[src/rtl/core/process_table_round_robin_scheduler_unit_assert.svh]
// Assertion macros used by the scheduler control module.
`ifndef PROCESS_TABLE_ROUND_ROBIN_SCHEDULER_UNIT_ASSERT_SVH
`define PROCESS_TABLE_ROUND_ROBIN_SCHEDULER_UNIT_ASSERT_SVH

// The consequent must hold in the same cycle as the antecedent.
`define PTRR_ASSERT_NOW(lbl, pre, post) \
  lbl: assert property (@(posedge clk) disable iff (rst) (pre) |-> (post)) \
    else $error("scheduler assertion failed");

// The consequent must hold in the cycle after the antecedent.
`define PTRR_ASSERT_NEXT(lbl, pre, post) \
  lbl: assert property (@(posedge clk) disable iff (rst) (pre) |=> (post)) \
    else $error("scheduler assertion failed");

`endif

[src/rtl/core/ptrr_pkg.sv]
package ptrr_pkg;

  localparam int SLOT_COUNT = 16;
  localparam int PID_BITS   = 16;
  localparam int SLOT_BITS  = (SLOT_COUNT > 2) ? $clog2(SLOT_COUNT) : 1;

  localparam int MODE_W = 2;
  localparam int TPID_W = 16;
  localparam int CODE_W = 32;
  localparam int STAT_W = 2;
  localparam int RPID_W = 16;
  localparam int CSLT_W = 4;

  typedef enum logic [2:0] {
    ST_EMPTY   = 3'd0,
    ST_READY   = 3'd1,
    ST_RUNNING = 3'd2,
    ST_BLOCKED = 3'd3,
    ST_ZOMBIE  = 3'd4
  } slot_state_t;

  typedef enum logic [MODE_W-1:0] {
    MODE_SPAWN = 2'd0,
    MODE_EXIT  = 2'd1,
    MODE_WAIT  = 2'd2,
    MODE_YIELD = 2'd3
  } mode_t;

  typedef enum logic [STAT_W-1:0] {
    STATUS_OK      = 2'd0,
    STATUS_FULL    = 2'd1,
    STATUS_NOPROC  = 2'd2,
    STATUS_BLOCKED = 2'd3
  } status_t;

  typedef struct packed {
    logic [SLOT_BITS-1:0] idx;
    logic                 load_in;
    logic                 latch_cur;
    logic                 latch_blk;
    logic                 wr_state;
    slot_state_t          state_val;
    logic                 spawn_wr;
    logic                 exit_wr;
    logic                 reap;
    logic                 set_run;
    logic                 set_status;
    status_t              status_val;
    logic                 load_out;
  } cmd_t;

  typedef struct packed {
    slot_state_t          st;
    logic                 pid_hit;
    logic                 child_hit;
    logic                 parent_hit;
    mode_t                mode;
    logic [SLOT_BITS-1:0] running;
    logic [SLOT_BITS-1:0] prev;
  } stat_t;

endpackage

[src/rtl/core/ptrr_req_if.sv]
interface ptrr_req_if;
  logic                          valid;
  logic                          ready;
  logic [ptrr_pkg::MODE_W-1:0]   mode;
  logic [ptrr_pkg::TPID_W-1:0]   target_pid;
  logic signed [ptrr_pkg::CODE_W-1:0] exit_value;

  modport source (output valid, mode, target_pid, exit_value, input ready);
  modport sink (input valid, mode, target_pid, exit_value, output ready);
endinterface

[src/rtl/core/ptrr_rsp_if.sv]
interface ptrr_rsp_if;
  logic                          valid;
  logic                          ready;
  logic [ptrr_pkg::STAT_W-1:0]   status;
  logic [ptrr_pkg::RPID_W-1:0]   result_pid;
  logic signed [ptrr_pkg::CODE_W-1:0] exit_value_out;
  logic [ptrr_pkg::CSLT_W-1:0]   current_slot;
  logic                          switched;

  modport source (output valid, status, result_pid, exit_value_out, current_slot, switched,
                  input ready);
  modport sink (input valid, status, result_pid, exit_value_out, current_slot, switched,
                output ready);
endinterface

[src/rtl/core/ptrr_datapath.sv]
module ptrr_datapath (
  input  logic                               clk,
  input  logic                               rst,
  input  ptrr_pkg::cmd_t                     cmd,
  output ptrr_pkg::stat_t                    stat,
  input  logic [ptrr_pkg::MODE_W-1:0]        mode,
  input  logic [ptrr_pkg::TPID_W-1:0]        target_pid,
  input  logic signed [ptrr_pkg::CODE_W-1:0] exit_value,
  output logic [ptrr_pkg::STAT_W-1:0]        status,
  output logic [ptrr_pkg::RPID_W-1:0]        result_pid,
  output logic signed [ptrr_pkg::CODE_W-1:0] exit_value_out,
  output logic [ptrr_pkg::CSLT_W-1:0]        current_slot,
  output logic                               switched
);
  localparam int N  = ptrr_pkg::SLOT_COUNT;
  localparam int SB = ptrr_pkg::SLOT_BITS;
  localparam int PB = ptrr_pkg::PID_BITS;
  localparam int CW = PB + ptrr_pkg::TPID_W;
  localparam int RW = PB + ptrr_pkg::RPID_W;
  localparam int SW = SB + ptrr_pkg::CSLT_W;

  ptrr_pkg::slot_state_t              slot_st   [N];
  logic [PB-1:0]                      slot_pid  [N];
  logic [PB-1:0]                      slot_par  [N];
  logic [ptrr_pkg::CODE_W-1:0]        slot_code [N];
  logic [SB-1:0]                      running;
  logic [SB-1:0]                      prev;
  logic [PB-1:0]                      pid_counter;
  ptrr_pkg::mode_t                    mode_r;
  logic [ptrr_pkg::TPID_W-1:0]        target_r;
  logic [ptrr_pkg::CODE_W-1:0]        code_r;
  logic [PB-1:0]                      cur_pid;
  logic [PB-1:0]                      blk_pid;
  ptrr_pkg::status_t                  res_status;
  logic [ptrr_pkg::RPID_W-1:0]        res_pid;
  logic [ptrr_pkg::CODE_W-1:0]        res_code;
  logic                               res_sw;
  logic [CW-1:0]                      pid_x;
  logic [CW-1:0]                      tgt_x;
  logic [RW-1:0]                      cnt_x;
  logic [SW-1:0]                      run_x;

  assign pid_x = CW'(slot_pid[cmd.idx]);
  assign tgt_x = CW'(target_r);
  assign cnt_x = RW'(pid_counter);
  assign run_x = SW'(running);

  always_comb begin
    stat.st         = slot_st[cmd.idx];
    stat.pid_hit    = (pid_x == tgt_x);
    stat.child_hit  = (slot_pid[cmd.idx] == cur_pid);
    stat.parent_hit = (slot_par[cmd.idx] == blk_pid);
    stat.mode       = mode_r;
    stat.running    = running;
    stat.prev       = prev;
  end

  always_ff @(posedge clk) begin
    if (rst) begin
      for (int n = 0; n < N; n++) begin
        slot_st[n]   <= (n == 0) ? ptrr_pkg::ST_READY : ptrr_pkg::ST_EMPTY;
        slot_pid[n]  <= '0;
        slot_par[n]  <= '0;
        slot_code[n] <= '0;
      end
      running     <= '0;
      prev        <= '0;
      pid_counter <= PB'(1);
    end else begin
      if (cmd.wr_state) begin
        slot_st[cmd.idx] <= cmd.state_val;
      end
      if (cmd.spawn_wr) begin
        slot_pid[cmd.idx]  <= pid_counter;
        slot_par[cmd.idx]  <= cur_pid;
        slot_code[cmd.idx] <= '0;
        pid_counter        <= pid_counter + PB'(1);
      end
      if (cmd.exit_wr) begin
        slot_code[cmd.idx] <= code_r;
      end
      if (cmd.set_run) begin
        prev    <= running;
        running <= cmd.idx;
      end
    end
  end

  always_ff @(posedge clk) begin
    if (cmd.load_in) begin
      mode_r     <= ptrr_pkg::mode_t'(mode);
      target_r   <= target_pid;
      code_r     <= exit_value;
      res_status <= ptrr_pkg::STATUS_OK;
      res_pid    <= '0;
      res_code   <= '0;
      res_sw     <= 1'b0;
    end
    if (cmd.latch_cur) begin
      cur_pid <= slot_pid[cmd.idx];
    end
    if (cmd.latch_blk) begin
      blk_pid <= slot_pid[cmd.idx];
    end
    if (cmd.spawn_wr) begin
      res_pid <= cnt_x[ptrr_pkg::RPID_W-1:0];
    end
    if (cmd.reap) begin
      res_code <= slot_code[cmd.idx];
      res_pid  <= target_r;
    end
    if (cmd.set_run) begin
      res_sw <= 1'b1;
    end
    if (cmd.set_status) begin
      res_status <= cmd.status_val;
    end
    if (cmd.load_out) begin
      status         <= res_status;
      result_pid     <= res_pid;
      exit_value_out <= res_code;
      current_slot   <= run_x[ptrr_pkg::CSLT_W-1:0];
      switched       <= res_sw;
    end
  end
endmodule

[src/rtl/core/ptrr_ctrl.sv]
`include "process_table_round_robin_scheduler_unit_assert.svh"
module ptrr_ctrl (
  input  logic            clk,
  input  logic            rst,
  input  logic            in_valid,
  output logic            in_ready,
  output logic            out_valid,
  input  logic            out_ready,
  input  ptrr_pkg::stat_t stat,
  output ptrr_pkg::cmd_t  cmd
);
  localparam int N  = ptrr_pkg::SLOT_COUNT;
  localparam int SB = ptrr_pkg::SLOT_BITS;
  localparam logic [SB-1:0] LAST = SB'(N - 1);

  typedef enum logic [10:0] {
    S_IDLE  = 11'b00000000001,
    S_CUR   = 11'b00000000010,
    S_SPAWN = 11'b00000000100,
    S_WI    = 11'b00000001000,
    S_WJ    = 11'b00000010000,
    S_WAKE  = 11'b00000100000,
    S_WAITS = 11'b00001000000,
    S_BLOCK = 11'b00010000000,
    S_RS    = 11'b00100000000,
    S_FIX   = 11'b01000000000,
    S_DONE  = 11'b10000000000
  } fsm_t;

  fsm_t          state, state_next;
  logic [SB-1:0] i, i_next, j, j_next, k, k_next;
  logic [SB:0]   rs_sum;
  logic [SB-1:0] rs_idx;
  logic          out_free;

  assign rs_sum   = {1'b0, stat.running} + {1'b0, k};
  assign rs_idx   = (rs_sum >= (SB+1)'(N)) ? SB'(rs_sum - (SB+1)'(N)) : rs_sum[SB-1:0];
  assign in_ready = (state == S_IDLE);
  assign out_free = !out_valid || out_ready;

  always_comb begin
    state_next = state;
    i_next     = i;
    j_next     = j;
    k_next     = k;
    cmd        = '0;
    cmd.state_val  = ptrr_pkg::ST_EMPTY;
    cmd.status_val = ptrr_pkg::STATUS_OK;
    case (state)
      S_IDLE: begin
        if (in_valid) begin
          cmd.load_in = 1'b1;
          state_next  = S_CUR;
        end
      end
      S_CUR: begin
        cmd.idx       = stat.running;
        cmd.latch_cur = 1'b1;
        i_next        = '0;
        k_next        = SB'(1);
        case (stat.mode)
          ptrr_pkg::MODE_SPAWN: state_next = S_SPAWN;
          ptrr_pkg::MODE_EXIT: begin
            if (stat.st == ptrr_pkg::ST_EMPTY || stat.st == ptrr_pkg::ST_ZOMBIE) begin
              cmd.set_status = 1'b1;
              cmd.status_val = ptrr_pkg::STATUS_NOPROC;
              state_next     = S_DONE;
            end else begin
              cmd.wr_state  = 1'b1;
              cmd.state_val = ptrr_pkg::ST_ZOMBIE;
              cmd.exit_wr   = 1'b1;
              state_next    = S_WI;
            end
          end
          ptrr_pkg::MODE_WAIT: state_next = S_WAITS;
          default: state_next = S_RS;
        endcase
      end
      S_SPAWN: begin
        cmd.idx = i;
        if (stat.st == ptrr_pkg::ST_EMPTY) begin
          cmd.spawn_wr  = 1'b1;
          cmd.wr_state  = 1'b1;
          cmd.state_val = ptrr_pkg::ST_READY;
          state_next    = S_DONE;
        end else if (i == LAST) begin
          cmd.set_status = 1'b1;
          cmd.status_val = ptrr_pkg::STATUS_FULL;
          state_next     = S_DONE;
        end else begin
          i_next = i + SB'(1);
        end
      end
      S_WI: begin
        cmd.idx = i;
        if (stat.st == ptrr_pkg::ST_BLOCKED) begin
          cmd.latch_blk = 1'b1;
          j_next        = '0;
          state_next    = S_WJ;
        end else if (i == LAST) begin
          state_next = S_RS;
        end else begin
          i_next = i + SB'(1);
        end
      end
      S_WJ: begin
        cmd.idx = j;
        if (stat.st != ptrr_pkg::ST_EMPTY && stat.child_hit && stat.parent_hit) begin
          state_next = S_WAKE;
        end else if (j == LAST) begin
          if (i == LAST) begin
            state_next = S_RS;
          end else begin
            i_next     = i + SB'(1);
            state_next = S_WI;
          end
        end else begin
          j_next = j + SB'(1);
        end
      end
      S_WAKE: begin
        cmd.idx       = i;
        cmd.wr_state  = 1'b1;
        cmd.state_val = ptrr_pkg::ST_READY;
        state_next    = S_RS;
      end
      S_WAITS: begin
        cmd.idx = i;
        if (stat.st != ptrr_pkg::ST_EMPTY && stat.pid_hit) begin
          if (stat.st == ptrr_pkg::ST_ZOMBIE) begin
            cmd.reap      = 1'b1;
            cmd.wr_state  = 1'b1;
            cmd.state_val = ptrr_pkg::ST_EMPTY;
            state_next    = S_DONE;
          end else begin
            state_next = S_BLOCK;
          end
        end else if (i == LAST) begin
          cmd.set_status = 1'b1;
          cmd.status_val = ptrr_pkg::STATUS_NOPROC;
          state_next     = S_DONE;
        end else begin
          i_next = i + SB'(1);
        end
      end
      S_BLOCK: begin
        cmd.idx        = stat.running;
        cmd.wr_state   = (stat.st == ptrr_pkg::ST_READY || stat.st == ptrr_pkg::ST_RUNNING);
        cmd.state_val  = ptrr_pkg::ST_BLOCKED;
        cmd.set_status = 1'b1;
        cmd.status_val = ptrr_pkg::STATUS_BLOCKED;
        state_next     = S_RS;
      end
      S_RS: begin
        cmd.idx = rs_idx;
        if (stat.st == ptrr_pkg::ST_READY) begin
          cmd.wr_state  = 1'b1;
          cmd.state_val = ptrr_pkg::ST_RUNNING;
          cmd.set_run   = 1'b1;
          state_next    = S_FIX;
        end else if (k == LAST) begin
          state_next = S_DONE;
        end else begin
          k_next = k + SB'(1);
        end
      end
      S_FIX: begin
        cmd.idx       = stat.prev;
        cmd.wr_state  = (stat.st == ptrr_pkg::ST_RUNNING);
        cmd.state_val = ptrr_pkg::ST_READY;
        state_next    = S_DONE;
      end
      S_DONE: begin
        if (out_free) begin
          cmd.load_out = 1'b1;
          state_next   = S_IDLE;
        end
      end
      default: state_next = S_IDLE;
    endcase
  end

  always_ff @(posedge clk) begin
    if (rst) begin
      state     <= S_IDLE;
      out_valid <= 1'b0;
      i         <= '0;
      j         <= '0;
      k         <= '0;
    end else begin
      state <= state_next;
      i     <= i_next;
      j     <= j_next;
      k     <= k_next;
      if (cmd.load_out) begin
        out_valid <= 1'b1;
      end else if (out_ready) begin
        out_valid <= 1'b0;
      end
    end
  end

  `PTRR_ASSERT_NEXT(a_accept_to_cur, in_valid && in_ready, state == S_CUR)
  `PTRR_ASSERT_NEXT(a_done_shows_word, state == S_DONE && out_free, out_valid && state == S_IDLE)
  `PTRR_ASSERT_NOW(a_fix_after_rs, state == S_FIX, $past(state == S_RS))
  `PTRR_ASSERT_NOW(a_rs_skips_self, state == S_RS, k != '0)
endmodule

[src/rtl/core/process_table_round_robin_scheduler_unit.sv]
// Operation: one slot is examined a cycle; a spawn scans for an empty slot, a yield scans for
// the next ready slot, a wait scans for the target and may then scan for a ready slot, and an
// exit is the longest, set by the nested parent-wake scan over the slot table.
// Throughput: one event at a time; the next word is taken once the result is registered.
// Reset: synchronous, active high; slot 0 ready, all other slots empty, next id one.
module process_table_round_robin_scheduler_unit (
  input  logic      clk,
  input  logic      rst,
  ptrr_req_if.sink  req,
  ptrr_rsp_if.source rsp
);
  ptrr_pkg::cmd_t  cmd;
  ptrr_pkg::stat_t stat;

  ptrr_ctrl u_ctrl (
    .clk       (clk),
    .rst       (rst),
    .in_valid  (req.valid),
    .in_ready  (req.ready),
    .out_valid (rsp.valid),
    .out_ready (rsp.ready),
    .stat      (stat),
    .cmd       (cmd)
  );

  ptrr_datapath u_datapath (
    .clk            (clk),
    .rst            (rst),
    .cmd            (cmd),
    .stat           (stat),
    .mode           (req.mode),
    .target_pid     (req.target_pid),
    .exit_value     (req.exit_value),
    .status         (rsp.status),
    .result_pid     (rsp.result_pid),
    .exit_value_out (rsp.exit_value_out),
    .current_slot   (rsp.current_slot),
    .switched       (rsp.switched)
  );
endmodule
[src/flat_wrapper.sv]
// flat-port wrapper written by rule: the top's interface ports become plain ports
module process_table_round_robin_scheduler_unit_flat 
  (clk, rst, req_valid, req_mode, req_target_pid, req_exit_value, req_ready, rsp_valid, rsp_status, rsp_result_pid, rsp_exit_value_out, rsp_current_slot, rsp_switched, rsp_ready);
  ptrr_req_if req_i ();
  ptrr_rsp_if rsp_i ();
  input  logic clk;
  input  logic rst;
  input wire logic [$bits(req_i.valid)-1:0] req_valid;
  input wire logic [$bits(req_i.mode)-1:0] req_mode;
  input wire logic [$bits(req_i.target_pid)-1:0] req_target_pid;
  input wire logic [$bits(req_i.exit_value)-1:0] req_exit_value;
  output wire logic [$bits(req_i.ready)-1:0] req_ready;
  output wire logic [$bits(rsp_i.valid)-1:0] rsp_valid;
  output wire logic [$bits(rsp_i.status)-1:0] rsp_status;
  output wire logic [$bits(rsp_i.result_pid)-1:0] rsp_result_pid;
  output wire logic [$bits(rsp_i.exit_value_out)-1:0] rsp_exit_value_out;
  output wire logic [$bits(rsp_i.current_slot)-1:0] rsp_current_slot;
  output wire logic [$bits(rsp_i.switched)-1:0] rsp_switched;
  input wire logic [$bits(rsp_i.ready)-1:0] rsp_ready;
  assign req_i.valid = req_valid;
  assign req_i.mode = req_mode;
  assign req_i.target_pid = req_target_pid;
  assign req_i.exit_value = req_exit_value;
  assign req_ready = req_i.ready;
  assign rsp_valid = rsp_i.valid;
  assign rsp_status = rsp_i.status;
  assign rsp_result_pid = rsp_i.result_pid;
  assign rsp_exit_value_out = rsp_i.exit_value_out;
  assign rsp_current_slot = rsp_i.current_slot;
  assign rsp_switched = rsp_i.switched;
  assign rsp_i.ready = rsp_ready;
  process_table_round_robin_scheduler_unit u_core (.clk(clk), .rst(rst), .req(req_i), .rsp(rsp_i));
endmodule
[config.mk]
export PLATFORM = sky130hd
export DESIGN_NAME = process_table_round_robin_scheduler_unit_flat
export DESIGN_NICKNAME = d
export VERILOG_FILES = /design/src/rtl/core/ptrr_pkg.sv /design/src/rtl/core/ptrr_req_if.sv /design/src/rtl/core/ptrr_rsp_if.sv /design/src/rtl/core/ptrr_datapath.sv /design/src/rtl/core/ptrr_ctrl.sv /design/src/rtl/core/process_table_round_robin_scheduler_unit.sv /design/src/flat_wrapper.sv
export VERILOG_INCLUDE_DIRS = /design/src /design/src/rtl/core
export SDC_FILE = /design/constraint.sdc
export NUM_CORES = 2
export LEC_CHECK = 0
export ABC_AREA = 1
export BUFFER_PORTS_ARGS = -buffer_cell sky130_fd_sc_hd__buf_4
export CORE_MARGIN = 3
export CORE_UTILIZATION = 50
export DETAILED_ROUTE_END_ITERATION = 8
export PLACE_DENSITY = 0.66
export SETUP_SLACK_MARGIN = 0.2
export SKIP_LAST_GASP = 1
export SLEW_MARGIN = 0
export SYNTH_ARGS = -nofsm -noshare
export SYNTH_HDL_FRONTEND = slang
export SYNTH_HIERARCHICAL = 1
export SYNTH_SLANG_ARGS = --single-unit
export TNS_END_PERCENT = 100
[constraint.sdc]
create_clock -name clk -period 12.3 [get_ports clk]
set_input_delay 1.845 -clock clk [delete_from_list [all_inputs] [get_ports clk]]
set_output_delay 1.845 -clock clk [all_outputs]
set_load 0.005 [all_outputs]
==> impl_metrics.toml <==
[timing]
fmax_mhz = 116
fin_crit_ps = 8630
hold_viol = 0
worst_slew_pin_slew_ps = 1140
final_max_slew_viol_count = 0
fin_skew_ps = 24.3
maxSlewHeadroom_pct = 23.8
rsz0062_at_grt = "false"
setup_violations = 0
fin_tns_setup_ps = 0
fin_crit_sh_pct = 70.1
setup_ws_ps = 3670

[yosys]
syn-mean-instance-area_um2 = 10.5
ys_seq_area_share_pct = 68.9
ys_warn_count = 6
syn-instance-count = 5382
synth_cell_types = 46
ys_dominant_reg_cell = "edfxtp_1"
ys_async_sr_fraction_pct = 0
synth-edff-count = 1259
synth_area_um2 = 56300
synth_seq_cells = 1308
synth_nets = 5444

[routing]
routed_via_density = 5.80
wl_um = 165000
routedWlPerCell_um = 23.9
drc_errors = 0
detail-route-antenna-nets = 0
num_vias = 40300
dr.pass1.iters = 7
drt_iter0_markers = 5060

[clocking]
numCtsBuffers = 139
cts.path.max_buffers = 3
cts_setup_buffers = 0
clock_latency_ps = 750
cts_root_buf = "clkbuf_16"
htree_levels = 4
ctsHoldBuffers = 0
cts_tree = "done"
clk_pin_slew_worst_paths_ps = 60
cts_resized = 0
cts_sinks = 1308

[critical_path]
crit_path_frequent_cell = "nand2_1"
critPathCaptureType = "flop"
cp_top_family = "buffers and inverters"
cp_max_fo = 68
crit_required_ps = 12670
cp-start-kind = "flop"
cpPeakStageDelay_ps = 880
arrival_ps = 8990
worst-path-buf-inv = 8
crit_type = "flop to flop"
critPathSlowestCell = "clkinv_1"
reg2reg_slack_ps = 3670

[die]
io_pins = 111
floorplan.initialDensity_pct = 50.6
die_x_um = 342
dieArea_um2 = 117000
fp.coreArea_um2 = 111000
row_count = 122
fp.dieH_um = 342

[placed_design]
io_buffers = 110
pre_cts_slack_ps = 3740
routabilityCongestion = 0.965
dp_hpwl_um = 97200

[grt]
grt_max_degree = 147
grt_pass1_vias = 37800
grt_pass1_wl_um = 245000
overflow = 0
track_usage_pct = 28.1
antenna_found_initial = 2

[power]
p_clk_share_pct = 42.5
power_uw = 9330
comb_power_share_pct = 2.9
ir_drop_uv = 128
power.density_nw_per_um2 = 150
p_sw_share_pct = 21.5
p_leak_uw = 0.0230
pwr-share-seq_pct = 54.6
internal_power_uw = 7330
p_switching_uw = 2010

[layout]
drive_above_1_share_pct = 8.61
final_nets = 5397
area_delta_synth_final_pct = 10.9

[worst_hold_path]
holdCritPathClass = "flop to flop"

[outcome]
status = "finished, final reports clean"

[flow_run]
maxCapViolations = 0
metal layers:
layer  part of all wire [%]  track usage, %  up-vias
met5                      0               0        -
met1                     40            39.2    19600
li1                       -               -    18100
met2                     47            44.2     2259
met4                    4.0            11.1        0
met3                    9.8            4.76      357
path summary, 6_finish.rpt:
| check | from | endpoint | depth (start not counted) |
|---|---|---|---|
| worst max-delay path | u_core/u_ctrl/state[2] | u_core/u_datapath/res_code[20] | 29 |
| worst min-delay path | u_core/u_datapath/res_code[19] | u_core/u_datapath/exit_value_out[19] | 0 |
| worst max register to register | u_core/u_ctrl/state[2] | u_core/u_datapath/res_code[20] | 29 |
| worst min register to register | u_core/u_datapath/res_code[19] | u_core/u_datapath/exit_value_out[19] | 0 |
cells in the mapped netlist, types with 5 or more instances:
cell | n | area [um^2]
nand2_1 | 1502 | 5640
ha_1 | 7 | 87.6
nor2_1 | 1261 | 4730
nand4_1 | 14 | 87.6
a21oi_1 | 148 | 741
or2_2 | 19 | 119
edfxtp_1 | 1259 | 37800
buf_2 | 108 | 541
nand3_1 | 108 | 541
nand2_2 | 12 | 75.1
buf_4 | 5 | 37.5
nor2_2 | 8 | 50.1
o21ai_0 | 74 | 370
clkinv_1 | 32 | 120
o31a_1 | 17 | 149
clkbuf_1 | 223 | 837
nand2_4 | 5 | 56.3
nor3_1 | 62 | 310
inv_1 | 124 | 465
inv_2 | 8 | 30.0
dfxtp_1 | 49 | 981
buf_1 | 20 | 75.1
a22oi_1 | 280 | 2100
cell type report:
cell class | instances | area (um^2)
Clock inverter | 71 | 544
Tap cell | 1488 | 1860
Sequential cell | 1308 | 38800
Inverter | 164 | 628
Clock buffer | 183 | 3720
Fill cell | 9392 | 48800
Timing Repair Buffer | 169 | 1290
Antenna cell | 1 | 2.50
Multi-Input combinational cell | 3553 | 15600
cell families (layout without fill, tap and decap cells):
family          Yosys count  in the layout  share of synthesized area, %
simple gates           3010           3010                          21.0
flops                  1308           1308                          68.9
compound gates          530            530                          6.11
buf+inv                 521            587                          3.76
fa+ha+maj                 8              8                         0.191
xor+xnor                  5              5                        0.0778
other cells               0              1                             0
registers in the layout, summed over array words and instances, names as in the netlist, 11 cells and up:
register                          count
u_core/u_datapath/slot_par          256
u_core/u_datapath/exit_value_out     32
u_core/u_datapath/slot_st            48
u_core/u_datapath/res_code           32
u_core/u_datapath/result_pid         16
u_core/u_datapath/pid_counter        16
u_core/u_datapath/cur_pid            16
u_core/u_datapath/slot_code         512
u_core/u_ctrl/state                  11
u_core/u_datapath/target_r           16
u_core/u_datapath/code_r             32
u_core/u_datapath/slot_pid          256
u_core/u_datapath/blk_pid            16
u_core/u_datapath/res_pid            16
placed cells by master (no fill, tap or decap), types with 4 or more instances in the layout:
cell type	n
nor2_2	9
nand2_1	1464
or2_2	19
ha_1	7
nand2_2	50
dfxtp_1	49
nor2_1	1253
nand3_1	101
nor2_4	9
nand2_4	5
nor3_1	62
a21oi_1	148
o21ai_0	74
clkinv_1	67
clkbuf_1	40
buf_4	167
inv_1	120
nand4_1	14
inv_16	4
bufinv_16	4
edfxtp_1	1259
clkbuf_16	142
a22oi_1	280
nand3_2	8
clkinv_2	16
inv_2	10
o31a_1	17
inv_6	6
metrics by stage:
| stage | area, um^2 | hold slack [ps] | utilization (%) | instances |
|---|---|---|---|---|
| 3_5_place_dp | 58200 | 405 | 52.3 | 6682 |
| 4_1_cts | 62400 | 414 | 56.1 | 6936 |
| 2_1_floorplan | 56300 | 400 | - | 5382 |
| 6_report | 62400 | 411 | 56.1 | 6937 |
| 5_1_grt | 62400 | 428 | 56.1 | 6936 |
| 3_3_place_gp | 58200 | 404 | 52.3 | 6682 |
power groups by stage:
stage / Sequential (uW) / Clock [uW] / Combinational (uW)
final: 5100 / 3960 / 269
after global routing: 5110 / 4180 / 293
after CTS: 5100 / 4010 / 268
after detailed placement: 5190 / 0 / 267
after global placement: 5190 / 0 / 265
after floorplan: 5160 / 0 / 157
Note: power is estimated with default switching activity, not from simulation.
